File: config.mk
export PLATFORM = sky130hd
export DESIGN_NAME = grib2_run_length_level_decoder_core
export DESIGN_NICKNAME = d
export VERILOG_FILES = /design/src/design/grib2rl_pkg.sv /design/src/design/grib2_run_length_level_decoder_core.sv /design/src/design/grib2rl_out_queue.sv
export SDC_FILE = /design/constraint.sdc
export NUM_CORES = 2
export LEC_CHECK = 0
export ABC_AREA = 1
export BUFFER_PORTS_ARGS = -buffer_cell sky130_fd_sc_hd__buf_2
export CAP_MARGIN = 20
export CORE_MARGIN = 4
export CORE_UTILIZATION = 60
export CTS_BUF_LIST = sky130_fd_sc_hd__clkbuf_2
export DETAILED_ROUTE_END_ITERATION = 6
export HOLD_SLACK_MARGIN = 0.12
export PLACE_DENSITY = 0.81
export SYNTH_ARGS = -nofsm -noshare
export SYNTH_HDL_FRONTEND = slang
export SYNTH_SLANG_ARGS = --single-unit
File: constraint.sdc
create_clock -name clk -period 14.4 [get_ports clk]
set_clock_uncertainty 0.1 [all_clocks]
set_input_delay 0 -clock clk [delete_from_list [all_inputs] [get_ports clk]]
set_output_delay 0 -clock clk [all_outputs]
set_load 0.02 [all_outputs]
File: src/design/grib2rl_pkg.sv
`timescale 1ns / 1ps
`default_nettype none
// ----------------------------------------------------------------------------
// grib2rl_pkg
// Shared types, constants and the run flush function of the run-length
// level decoder.
// ----------------------------------------------------------------------------
package grib2rl_pkg;

  localparam int unsigned CNT_W    = 25;
  localparam int unsigned IDX_W    = 24;
  localparam int unsigned BASE_W   = 15;
  localparam int unsigned CFG_W    = 13;
  localparam int unsigned CFG_AW   = 2;
  localparam int unsigned Q_DEPTH  = 4;
  localparam int unsigned Q_AW     = 2;
  localparam logic [CNT_W-1:0] SAT25 = {CNT_W{1'b1}};

  typedef enum logic [CFG_AW-1:0] {
    CFG_MAX_LEVEL      = 2'd0,
    CFG_BITS_PER_VALUE = 2'd1,
    CFG_GRID_COLUMNS   = 2'd2,
    CFG_GRID_ROWS      = 2'd3
  } cfg_reg_t;

  typedef struct packed {
    logic [7:0]       level;
    logic [CNT_W-1:0] run_length;
    logic [IDX_W-1:0] start_index;
    logic             image_done;
  } result_t;

  // results caused by one input byte
  typedef struct packed {
    logic    two;
    result_t res0;
    result_t res1;
  } group_t;

  typedef struct packed {
    logic             emit;
    result_t          res;
    logic [CNT_W-1:0] pos;
    logic             full;
  } flush_t;

  // Emit the pending run, clipped to the points left in the grid.
  function automatic flush_t run_flush(input logic             pv,
                                       input logic             full,
                                       input logic [7:0]       lvl,
                                       input logic [CNT_W-1:0] acc,
                                       input logic [CNT_W-1:0] pos,
                                       input logic [CNT_W-1:0] total);
    flush_t         f;
    logic [CNT_W-1:0] remain;
    logic [CNT_W:0]   run;
    logic [CNT_W:0]   npos;
    f        = '0;
    f.pos    = pos;
    f.full   = full;
    remain   = (pos < total) ? total - pos : '0;
    run      = {1'b0, acc} + {{CNT_W{1'b0}}, 1'b1};
    if (run > {1'b0, remain}) begin
      run = {1'b0, remain};
    end
    npos = {1'b0, pos} + run;
    if (pv && !full) begin
      f.emit            = 1'b1;
      f.res.level       = lvl;
      f.res.run_length  = run[CNT_W-1:0];
      f.res.start_index = pos[IDX_W-1:0];
      f.pos             = npos[CNT_W-1:0];
      f.full            = (npos >= {1'b0, total});
      f.res.image_done  = f.full;
    end
    return f;
  endfunction

endpackage
`default_nettype wire

File: src/design/grib2_run_length_level_decoder_core.sv
`timescale 1ns / 1ps
`default_nettype none
// ----------------------------------------------------------------------------
// grib2_run_length_level_decoder_core
// Run-length level decoder for template 5.200 packed grid bytes.
// ----------------------------------------------------------------------------
// Usage: feed packed bytes on the in_ channel (valid/stall), one transaction
// per byte, with in_first_byte on the first byte of a section and
// in_section_end on its last. Each finished run leaves on the out_ channel as
// level, run length, start index and image_done; out_last_of_item marks the
// final result caused by a byte. A byte yields zero, one or two results.
// Path: a byte taken into the input register is decoded from there, and its
// results are written into the result queue. Throughput: one byte per cycle
// while the queue is not full; a byte with two results leaves them as two
// output transactions. The result queue holds 4 byte groups.
// Reset: registers return to max_level 98, bits_per_value 8, grid
// 2560 x 3360; no run pending, position zero, queue empty.
// Stall: results wait in the queue; when it is full the input register holds
// and in_stall rises. Write configuration only while the block is idle.
// ----------------------------------------------------------------------------
module grib2_run_length_level_decoder_core
  import grib2rl_pkg::*;
#(
  parameter int unsigned MAX_SIDE = 4096
) (
  input  wire logic              clk,
  input  wire logic              rst_n,
  input  wire logic              cfg_we,
  input  wire logic [CFG_AW-1:0] cfg_index,
  input  wire logic [CFG_W-1:0]  cfg_wdata,
  input  wire logic              in_valid,
  output logic                   in_stall,
  input  wire logic [7:0]        in_data_byte,
  input  wire logic              in_first_byte,
  input  wire logic              in_section_end,
  output logic                   out_valid,
  input  wire logic              out_stall,
  output logic [7:0]             out_level,
  output logic [CNT_W-1:0]       out_run_length,
  output logic [IDX_W-1:0]       out_start_index,
  output logic                   out_image_done,
  output logic                   out_last_of_item
);

  localparam int unsigned SIDE_W  = $clog2(MAX_SIDE + 1);
  localparam int unsigned TOTAL_W = $clog2(MAX_SIDE * MAX_SIDE + 1);

  // configuration
  logic [7:0]       max_level_r;
  logic [3:0]       bpv_r;
  logic [CFG_W-1:0] cols_r, rows_r;
  logic [SIDE_W-1:0] cols_c, rows_c;
  logic [TOTAL_W-1:0] total_prod;
  logic [CNT_W-1:0] total_r;
  logic [15:0]      top_val;
  logic [BASE_W-1:0] base_r;

  // input register
  logic             in_vld_r, in_vld_nxt;
  logic [7:0]       byte_r;
  logic             first_r, last_r;
  logic             proc, q_full, accept;

  // decode state
  logic             pv_r, pv_nxt;
  logic [7:0]       lvl_r, lvl_nxt;
  logic [CNT_W-1:0] acc_r, acc_nxt;
  logic [CNT_W-1:0] w_r, w_nxt;
  logic [CNT_W-1:0] pos_r, pos_nxt;
  logic             full_r, full_nxt;

  logic [CNT_W-1:0] acc_eff, w_eff;
  logic [7:0]       digit;
  logic [CNT_W+7:0] add_prod;
  logic [CNT_W+8:0] acc_sum;
  logic [CNT_W+BASE_W-1:0] w_prod;
  logic [CNT_W-1:0] acc_sat, w_sat;
  flush_t           f1, f2;
  group_t           grp;
  logic             push;
  result_t          q_res;

  // clamp grid sides to 1..MAX_SIDE
  always_comb begin
    if (cols_r == '0) begin
      cols_c = SIDE_W'(1);
    end else if (cols_r > CFG_W'(MAX_SIDE)) begin
      cols_c = SIDE_W'(MAX_SIDE);
    end else begin
      cols_c = SIDE_W'(cols_r);
    end
    if (rows_r == '0) begin
      rows_c = SIDE_W'(1);
    end else if (rows_r > CFG_W'(MAX_SIDE)) begin
      rows_c = SIDE_W'(MAX_SIDE);
    end else begin
      rows_c = SIDE_W'(rows_r);
    end
  end

  assign total_prod = TOTAL_W'(cols_c) * TOTAL_W'(rows_c);
  assign top_val    = (16'd1 << bpv_r) - 16'd1;

  always_ff @(posedge clk) begin
    if (!rst_n) begin
      max_level_r <= 8'd98;
      bpv_r       <= 4'd8;
      cols_r      <= CFG_W'(2560);
      rows_r      <= CFG_W'(3360);
    end else if (cfg_we) begin
      case (cfg_index)
        CFG_MAX_LEVEL:      max_level_r <= cfg_wdata[7:0];
        CFG_BITS_PER_VALUE: bpv_r       <= cfg_wdata[3:0];
        CFG_GRID_COLUMNS:   cols_r      <= cfg_wdata;
        CFG_GRID_ROWS:      rows_r      <= cfg_wdata;
        default:            ;
      endcase
    end
  end

  // derived constants, registered from the configuration, settle in the cycle after a write
  always_ff @(posedge clk) begin
    total_r <= CNT_W'(total_prod);
    base_r  <= (top_val > {8'd0, max_level_r}) ?
               BASE_W'(top_val - {8'd0, max_level_r}) : '0;
  end

  // input register
  assign proc     = in_vld_r && !q_full;
  assign in_stall = in_vld_r && !proc;
  assign accept   = in_valid && !in_stall;

  always_comb begin
    in_vld_nxt = in_vld_r;
    if (accept) begin
      in_vld_nxt = 1'b1;
    end else if (proc) begin
      in_vld_nxt = 1'b0;
    end
  end

  always_ff @(posedge clk) begin
    if (!rst_n) begin
      in_vld_r <= 1'b0;
    end else begin
      in_vld_r <= in_vld_nxt;
    end
  end

  always_ff @(posedge clk) begin
    if (accept) begin
      byte_r  <= in_data_byte;
      first_r <= in_first_byte;
      last_r  <= in_section_end;
    end
  end

  // digit accumulation, from the state as a first byte leaves it
  assign acc_eff  = first_r ? '0 : acc_r;
  assign w_eff    = first_r ? CNT_W'(1) : w_r;
  assign digit    = byte_r - max_level_r - 8'd1;
  assign add_prod = w_eff * digit;
  assign acc_sum  = {9'd0, acc_eff} + {1'b0, add_prod};
  assign w_prod   = w_eff * base_r;
  assign acc_sat  = (acc_sum > (CNT_W+9)'(SAT25)) ? SAT25 : acc_sum[CNT_W-1:0];
  assign w_sat    = (w_prod > (CNT_W+BASE_W)'(SAT25)) ? SAT25 : w_prod[CNT_W-1:0];

  always_comb begin
    pv_nxt   = pv_r;
    lvl_nxt  = lvl_r;
    acc_nxt  = acc_eff;
    w_nxt    = w_eff;
    pos_nxt  = pos_r;
    full_nxt = full_r;
    f1       = '0;
    f2       = '0;
    if (first_r) begin
      pv_nxt   = 1'b0;
      lvl_nxt  = '0;
      pos_nxt  = '0;
      full_nxt = 1'b0;
    end
    if (!full_nxt) begin
      if (byte_r <= max_level_r) begin
        f1       = run_flush(pv_nxt, full_nxt, lvl_nxt, acc_nxt, pos_nxt, total_r);
        pos_nxt  = f1.pos;
        full_nxt = f1.full;
        pv_nxt   = 1'b0;
        if (!full_nxt) begin
          pv_nxt  = 1'b1;
          lvl_nxt = byte_r;
          acc_nxt = '0;
          w_nxt   = CNT_W'(1);
        end
      end else if (pv_nxt) begin
        acc_nxt = acc_sat;
        w_nxt   = w_sat;
      end
      if (last_r) begin
        f2       = run_flush(pv_nxt, full_nxt, lvl_nxt, acc_nxt, pos_nxt, total_r);
        pos_nxt  = f2.pos;
        full_nxt = f2.full;
        pv_nxt   = 1'b0;
      end
    end
  end

  always_comb begin
    grp.two  = f1.emit && f2.emit;
    grp.res0 = f1.emit ? f1.res : f2.res;
    grp.res1 = f2.res;
    push     = proc && (f1.emit || f2.emit);
  end

  always_ff @(posedge clk) begin
    if (!rst_n) begin
      pv_r   <= 1'b0;
      lvl_r  <= '0;
      acc_r  <= '0;
      w_r    <= CNT_W'(1);
      pos_r  <= '0;
      full_r <= 1'b0;
    end else if (proc) begin
      pv_r   <= pv_nxt;
      lvl_r  <= lvl_nxt;
      acc_r  <= acc_nxt;
      w_r    <= w_nxt;
      pos_r  <= pos_nxt;
      full_r <= full_nxt;
    end
  end

  grib2rl_out_queue u_out_queue (
    .clk       (clk),
    .rst_n     (rst_n),
    .push      (push),
    .push_data (grp),
    .full      (q_full),
    .out_valid (out_valid),
    .out_stall (out_stall),
    .out_res   (q_res),
    .out_last  (out_last_of_item)
  );

  assign out_level       = q_res.level;
  assign out_run_length  = q_res.run_length;
  assign out_start_index = q_res.start_index;
  assign out_image_done  = q_res.image_done;

endmodule
`default_nettype wire

File: src/design/grib2rl_out_queue.sv
`timescale 1ns / 1ps
`default_nettype none
// ----------------------------------------------------------------------------
// grib2rl_out_queue
// Queue of result groups; hands out one or two results per group, one
// transaction per cycle while out_stall is low, marking the last result of each group.
// ----------------------------------------------------------------------------
module grib2rl_out_queue
  import grib2rl_pkg::*;
(
  input  wire logic    clk,
  input  wire logic    rst_n,
  input  wire logic    push,
  input  wire group_t  push_data,
  output logic         full,
  output logic         out_valid,
  input  wire logic    out_stall,
  output result_t      out_res,
  output logic         out_last
);

  group_t          grp_r [Q_DEPTH];
  logic [Q_AW-1:0] wr_ptr_r, wr_ptr_nxt;
  logic [Q_AW-1:0] rd_ptr_r, rd_ptr_nxt;
  logic [Q_AW:0]   count_r, count_nxt;
  logic            sub_r, sub_nxt;
  group_t          head;
  logic            pop_beat, pop_grp;

  assign head      = grp_r[rd_ptr_r];
  assign full      = (count_r == (Q_AW+1)'(Q_DEPTH));
  assign out_valid = (count_r != '0);
  assign out_res   = sub_r ? head.res1 : head.res0;
  assign out_last  = head.two ? sub_r : 1'b1;
  assign pop_beat  = out_valid && !out_stall;
  assign pop_grp   = pop_beat && out_last;

  always_comb begin
    wr_ptr_nxt = push ? wr_ptr_r + 1'b1 : wr_ptr_r;
    rd_ptr_nxt = pop_grp ? rd_ptr_r + 1'b1 : rd_ptr_r;
    count_nxt  = count_r + (Q_AW+1)'(push) - (Q_AW+1)'(pop_grp);
    sub_nxt    = pop_beat ? !out_last : sub_r;
  end

  always_ff @(posedge clk) begin
    if (!rst_n) begin
      wr_ptr_r <= '0;
      rd_ptr_r <= '0;
      count_r  <= '0;
      sub_r    <= 1'b0;
    end else begin
      wr_ptr_r <= wr_ptr_nxt;
      rd_ptr_r <= rd_ptr_nxt;
      count_r  <= count_nxt;
      sub_r    <= sub_nxt;
    end
  end

  always_ff @(posedge clk) begin
    if (push) begin
      grp_r[wr_ptr_r] <= push_data;
    end
  end

endmodule
`default_nettype wire

* Word-level counts from Yosys, hierarchy flattened
Memory sizes are Yosys's and may differ from the RTL's. A register that Yosys moved wholly into a read port is not among the register bits. Index checks and enable logic that the tools add are counted.
Operators by class: order comparisons 12, shift operators 1, $add $sub $neg 15, equal/unequal tests 4, multipliers 3, mux-type cells 62, reductions and logical operators 26
Operators by type and width (count):
- $mux 85 | 8
- $mux 25 | 20
- $mux 26 | 6
- $mux 58 | 2
- $add 25x1->26 const B | 2
- $add 25x26->26 | 2
- $ge 26x25->1 | 2
- $gt 26x25->1 | 2
- $mux 13 | 4
- $lt 25x25->1 | 2
- $sub 25x25->25 | 2
- $gt 40x25->1 const B | 1
- $mul 25x15->40 | 1
- $add 25x33->34 | 1
- $gt 34x25->1 const B | 1
- $mul 25x8->33 | 1
- $mux 8 | 4
- $gt 13x13->1 const B | 2
- $logic_not 13->1 | 2
- $mul 13x13->25 | 1
- $gt 16x8->1 | 1
- $mux 1 | 16
- $shl 1x4->16 const A | 1
- $sub 16x1->16 const B | 1
- 18 further kinds | 38
Storage, ports and cells: output and inout port bits 61, register bits after elaboration 182, logic and storage cells 144, memories 1, RAM bits 468
Memory list:
- u_out_queue.grp_r | depth 4, bits a word 117, rd ports 1, clocked after Yosys merged registers in 1, wr ports 1, RTL line grib2rl_out_queue.sv:22 | group_t grp_r [Q_DEPTH];

* Depth between registers and ports, before layout
depth after elaboration 29, depth in mapped cells 112

* Hierarchy
Synthesis repeated with hierarchy kept, for this count alone.
Unflattened totals: cell total of the unflattened synthesis 7708, area, all modules 62085.8 um^2
Modules (own cells, without submodules):
- grib2_run_length_level_decoder_core | cells each 6315, instances 1, area an instance 43530.5 um^2, seq. area each 3583.4 um^2
- grib2rl_out_queue | cells each 1393, instances 1, area an instance 18555.3 um^2, seq. area each 14253.7 um^2

* Worst setup path before layout
No wires, ideal clock.
path type register -> register, from reg first_r, to mem u_out_queue.grp_r[0][0] (netlist name), enable pin, cell stages (with the launch flop) 59, buffers on the path 6, arrival 13559 ps, setup time 595 ps, slack 146 ps, required time 13705 ps, cell sequence edfxtp_1 -> buf_2 -> buf_1 -> buf_1 -> nor2_1 -> inv_1 -> ha_1 -> a21oi_1 -> o21ai_0 -> a2111oi_0 -> nand3_1 -> nand2_1 -> nand2_1 -> a21o_1 -> nand2_1 -> clkinv_1 -> clkbuf_1 -> nand2_1 -> (+23 left out) -> nand2_1 -> ha_1 -> nand2_1 -> nor2_1 -> a211oi_1 -> nand2_1 -> nand2_1 -> nand2_1 -> nand2_1 -> nand2_2 -> buf_2 -> nand2_1 -> o21ai_0 -> nor2_1 -> nand2_1 -> nand2_2 -> nand2_1 -> nor2_1
Between the ends: word-level cells in the longest chain between the ends 23
Ends and longest elaborated chain:
- start: declaration | RTL line grib2_run_length_level_decoder_core.sv:61 | logic first_r, last_r;
- start signal: assignment | RTL line grib2_run_length_level_decoder_core.sv:153 | first_r <= in_first_byte;
- $mux 25 | RTL line grib2_run_length_level_decoder_core.sv:177 | if (first_r) begin
- $sub 25x25->25 / $lt 25x25->1 (equally long branches) | RTL line grib2rl_pkg.sv:61 | remain = (pos < total) ? total - pos : '0;
- $mux 25 | RTL line grib2rl_pkg.sv:61
- $gt 26x25->1 | RTL line grib2rl_pkg.sv:63 | if (run > {1'b0, remain}) begin
- $mux 26 | RTL line grib2rl_pkg.sv:63
- $mux 26 | RTL line grib2_run_length_level_decoder_core.sv:184 | if (byte_r <= max_level_r) begin
- $mux 26 | RTL line grib2_run_length_level_decoder_core.sv:183 | if (!full_nxt) begin
- $add 25x26->26 | RTL line grib2rl_pkg.sv:66 | npos = {1'b0, pos} + run;
- (+7 left out)
- $logic_and 1x1->1 | RTL line grib2rl_pkg.sv:67 | if (pv && !full) begin
- $mux 85 | RTL line grib2rl_pkg.sv:67
- $mux 85 | RTL line grib2_run_length_level_decoder_core.sv:199 | if (last_r) begin
- $mux 85 | RTL line grib2_run_length_level_decoder_core.sv:183
- $logic_or 1x1->1 (*) | RTL line grib2_run_length_level_decoder_core.sv:212 | push = proc && (f1.emit || f2.emit);
- $logic_and 1x1->1 (*) | RTL line grib2_run_length_level_decoder_core.sv:212
- $mux 1 (*) | RTL line grib2rl_out_queue.sv:60 | if (push) begin
- $mux 1 (implied by the code) (*) | RTL line grib2rl_out_queue.sv:61 | grp_r[wr_ptr_r] <= push_data;
- end: declaration | RTL line grib2rl_out_queue.sv:22
Mark *: on every way between the ends. The rest lies on a longest branch, timed or not. The select of a mux whose other input is x is not followed.

==> run summary <==
Non-filler cells, final: 10090
Most common cell after layout, fill and taps aside: nand2_1
Period utilization: 98.21%
Die height: 330.1 um
GP Congestion: 1.136
Synth warn: 0
Maximum vdd ir drop: 122.4 uV
Remaining Overflow, GRT: 0
FF-to-FF path depth: 102
# IOs: 91
Pre-CTS setup slack: -0.9194 ns
Clock Path Buffers: 3
Max Cap Violations: 0
Levels on crit path: 102
Initial antenna violation count: 21
Main combinational cell family by area after synthesis: adder cells
Leakage: 35.15 nW
Post-DRT Antenna Nets: 0
Crit end category: flip-flop
Synth Area in Adders: 28.03%
Net count, final: 9661
Syn Area/Cell: 8.080 um2
Clock-pin slew on the worst setup and hold paths: 0.10 ns
Num Clock Sinks: 652
WP data required: 15.45 ns
Count of final setup violators: 0
Core box area: 102300 um2
Area grow syn2layout: 18.25%
CP max-delay cell: edfxtp_1
Syn nets: 8775
Port Buffers: 90
Seq/Total Area, Yosys: 28.66%
Worst-Margin Slew: 1.069 ns
Layout cells sized above 1: 17.97%
GRT Overall Usage: 39.44%
Slew headroom: 28.68%
First-pass GRT wire length: 326000 um
Final Worst Setup Slack: 0.2584 ns
Simple logic cell fraction of the synthesized area: 19.67%
Total power: 11.59 mW
TritonCTS clock tree: yes
Critical path class: flip-flop to flip-flop
Buf+Inv Stages, Crit Path: 19
Async S/R FF share, synth: 0%
Total wire length: 218200 um
Synth Cell Area: 62240 um2
H-tree depth: 4
Cell count of the worst hold path: 2
Vias in the first global route: 57780
Worst-Skew Late Latency: 1.54 ns
Top achievable clock speed: 70.71 MHz
Detailed Place HPWL: 161200 um
Largest net degree at the start of global routing: 118
Initial DRC count: 7388
Worst path max stage delay: 0.45 ns
Initial Util: 60.82%
Startpoint types: flip-flop
Cells after synthesis: 7703
Worst hold path type: flip-flop to flip-flop
Worst hold margin: 0.2741 ns
Rows: 117
Crit Path Max Fanout: 8
CTS root buf: clkbuf_2
Final core utilization: 71.92%
Xor and xnor area share after synthesis: 2.491%
Compound-gate portion of the synthesized area: 11.33%
Routed length per instance: 21.62 um
Final hold violations: 0
Placed cell count: 9621
EDFF count, synth: 478
Cell variety after synth: 69
Seq cells post-synth: 652
Die width: 330.1 um
Min cycle time layout: 14.14 ns
DIE AREA: 109000 um2
PD cells: 157.5 nW/um2
Routed vias/inst: 5.876
Via count: 59290
CTS Buf Count: 160
DR pass1 iterations: 7
Ys flop type: edfxtp_1
Status: finished, violations left
Drc violations: 4
Cell mode on critical path: nand2_1
Post-synthesis mux area share: 0%
Family with the most delay on the worst path: simple AND/OR/NAND/NOR gates
WP data arrival: 15.19 ns
Failing checks: design-rule violations
Slew Limit Fails: 0
Most frequent cells in the layout: nand2_1, inv_1, nor2_1
worst reg2reg max path: cells and delay by family, from the launching register on:
kind,cells,cell delay (ns)
AO/OA/AOI/OAI,16,2.27
buffers and inverters,19,2.44
XOR/XNOR,2,0.32
flip-flops,1,0.45
adder cells (fa/ha/maj),8,2.36
AND/OR/NAND/NOR,57,6.00
routing by layer:
| metal | GRT usage [%] | wire length, um |
|---|---|---|
| met2 | 60.04 | 94990 |
| met1 | 50.65 | 81220 |
| met5 | 0 | 228 |
| met3 | 12.87 | 27900 |
| met4 | 20.23 | 13850 |
flip-flops by register name, indices dropped and copies added, names as in the netlist, 3 cells and up, named ones only:
| signal | count |
|---|---|
| u_out_queue.count_r | 3 |
| lvl_r | 8 |
| w_r | 25 |
| cols_r | 13 |
| byte_r | 8 |
| max_level_r | 8 |
| total_r | 25 |
| u_out_queue.grp_r | 468 |
| base_r | 15 |
| pos_r | 25 |
| rows_r | 13 |
| bpv_r | 4 |
| acc_r | 25 |
area by class of cell:
| type | count | area [um2] |
|---|---|---|
| timing repair buffer | 1031 | 8118 |
| multi-input combinational | 5469 | 39570 |
| inverter | 1275 | 4816 |
| antenna | 15 | 37.54 |
| clock buffer | 224 | 1121 |
| fill | 7649 | 28730 |
| tap | 1368 | 1712 |
| clock inverter | 56 | 380.4 |
| sequential | 652 | 17840 |
metrics by stage:
step / instance area [um2] / setup TNS, ns
after floorplan: 62240 / 0
after global placement: 68970 / -4.384
after detailed placement: 68970 / -7.581
after CTS: 71890 / 0
after global routing: 73570 / -2.168
final: 73600 / 0
power breakdown:
group          switching [mW]  internal, mW  total [mW]
clock                   0.806         0.491        1.30
sequential              0.102          2.18        2.29
combinational            4.82          3.19        8.01
total                    5.73          5.86        11.6
Yosys cell counts (24+ instances only):
| cell type | instances | area [um2] |
|---|---|---|
| xor2_1 | 122 | 1069 |
| xnor2_1 | 55 | 481.7 |
| nor3_1 | 38 | 190.2 |
| nand3_1 | 190 | 950.9 |
| fa_1 | 587 | 11750 |
| dfxtp_1 | 174 | 3483 |
| a31oi_1 | 81 | 506.7 |
| nand4_1 | 56 | 350.3 |
| edfxtp_1 | 478 | 14350 |
| o21ai_0 | 564 | 2823 |
| nor2_1 | 1073 | 4028 |
| ha_1 | 455 | 5693 |
| inv_2 | 25 | 93.84 |
| a21oi_1 | 423 | 2117 |
| o22ai_1 | 61 | 381.6 |
| nand2_2 | 41 | 256.5 |
| or2_2 | 24 | 150.1 |
| nor2_2 | 24 | 150.1 |
| nand2_1 | 1426 | 5353 |
| o221ai_1 | 31 | 271.5 |
| inv_1 | 1234 | 4632 |
| clkbuf_1 | 253 | 949.7 |
logic make-up after synthesis:
kind of cell | count (synthesis)
fa+ha+maj | 1042
buf+inv | 1582
flops | 652
compound gates | 1291
xor+xnor | 177
simple gates | 2959
path summary, 6_finish.rpt:
path / from / to / slack, ns
worst max-delay path: first_r / u_out_queue.grp_r[3][0] / 0.26
worst min-delay path: u_out_queue.rd_ptr_r[1] / flip-flop / 0.27
worst max register to register: first_r / u_out_queue.grp_r[3][0] / 0.26
worst min register to register: u_out_queue.rd_ptr_r[1] / flip-flop / 0.27
timing repair:
action                                  CTS  global route
resized for setup                        36           301
buffers inserted                          3            38
endpoints found under the hold margin   154             0
pin swaps                                 6           125
endpoints found under the setup margin    9            16
hold buffers                            128             0
cloned                                    0             4
Power figures use the tool's default switching activity.
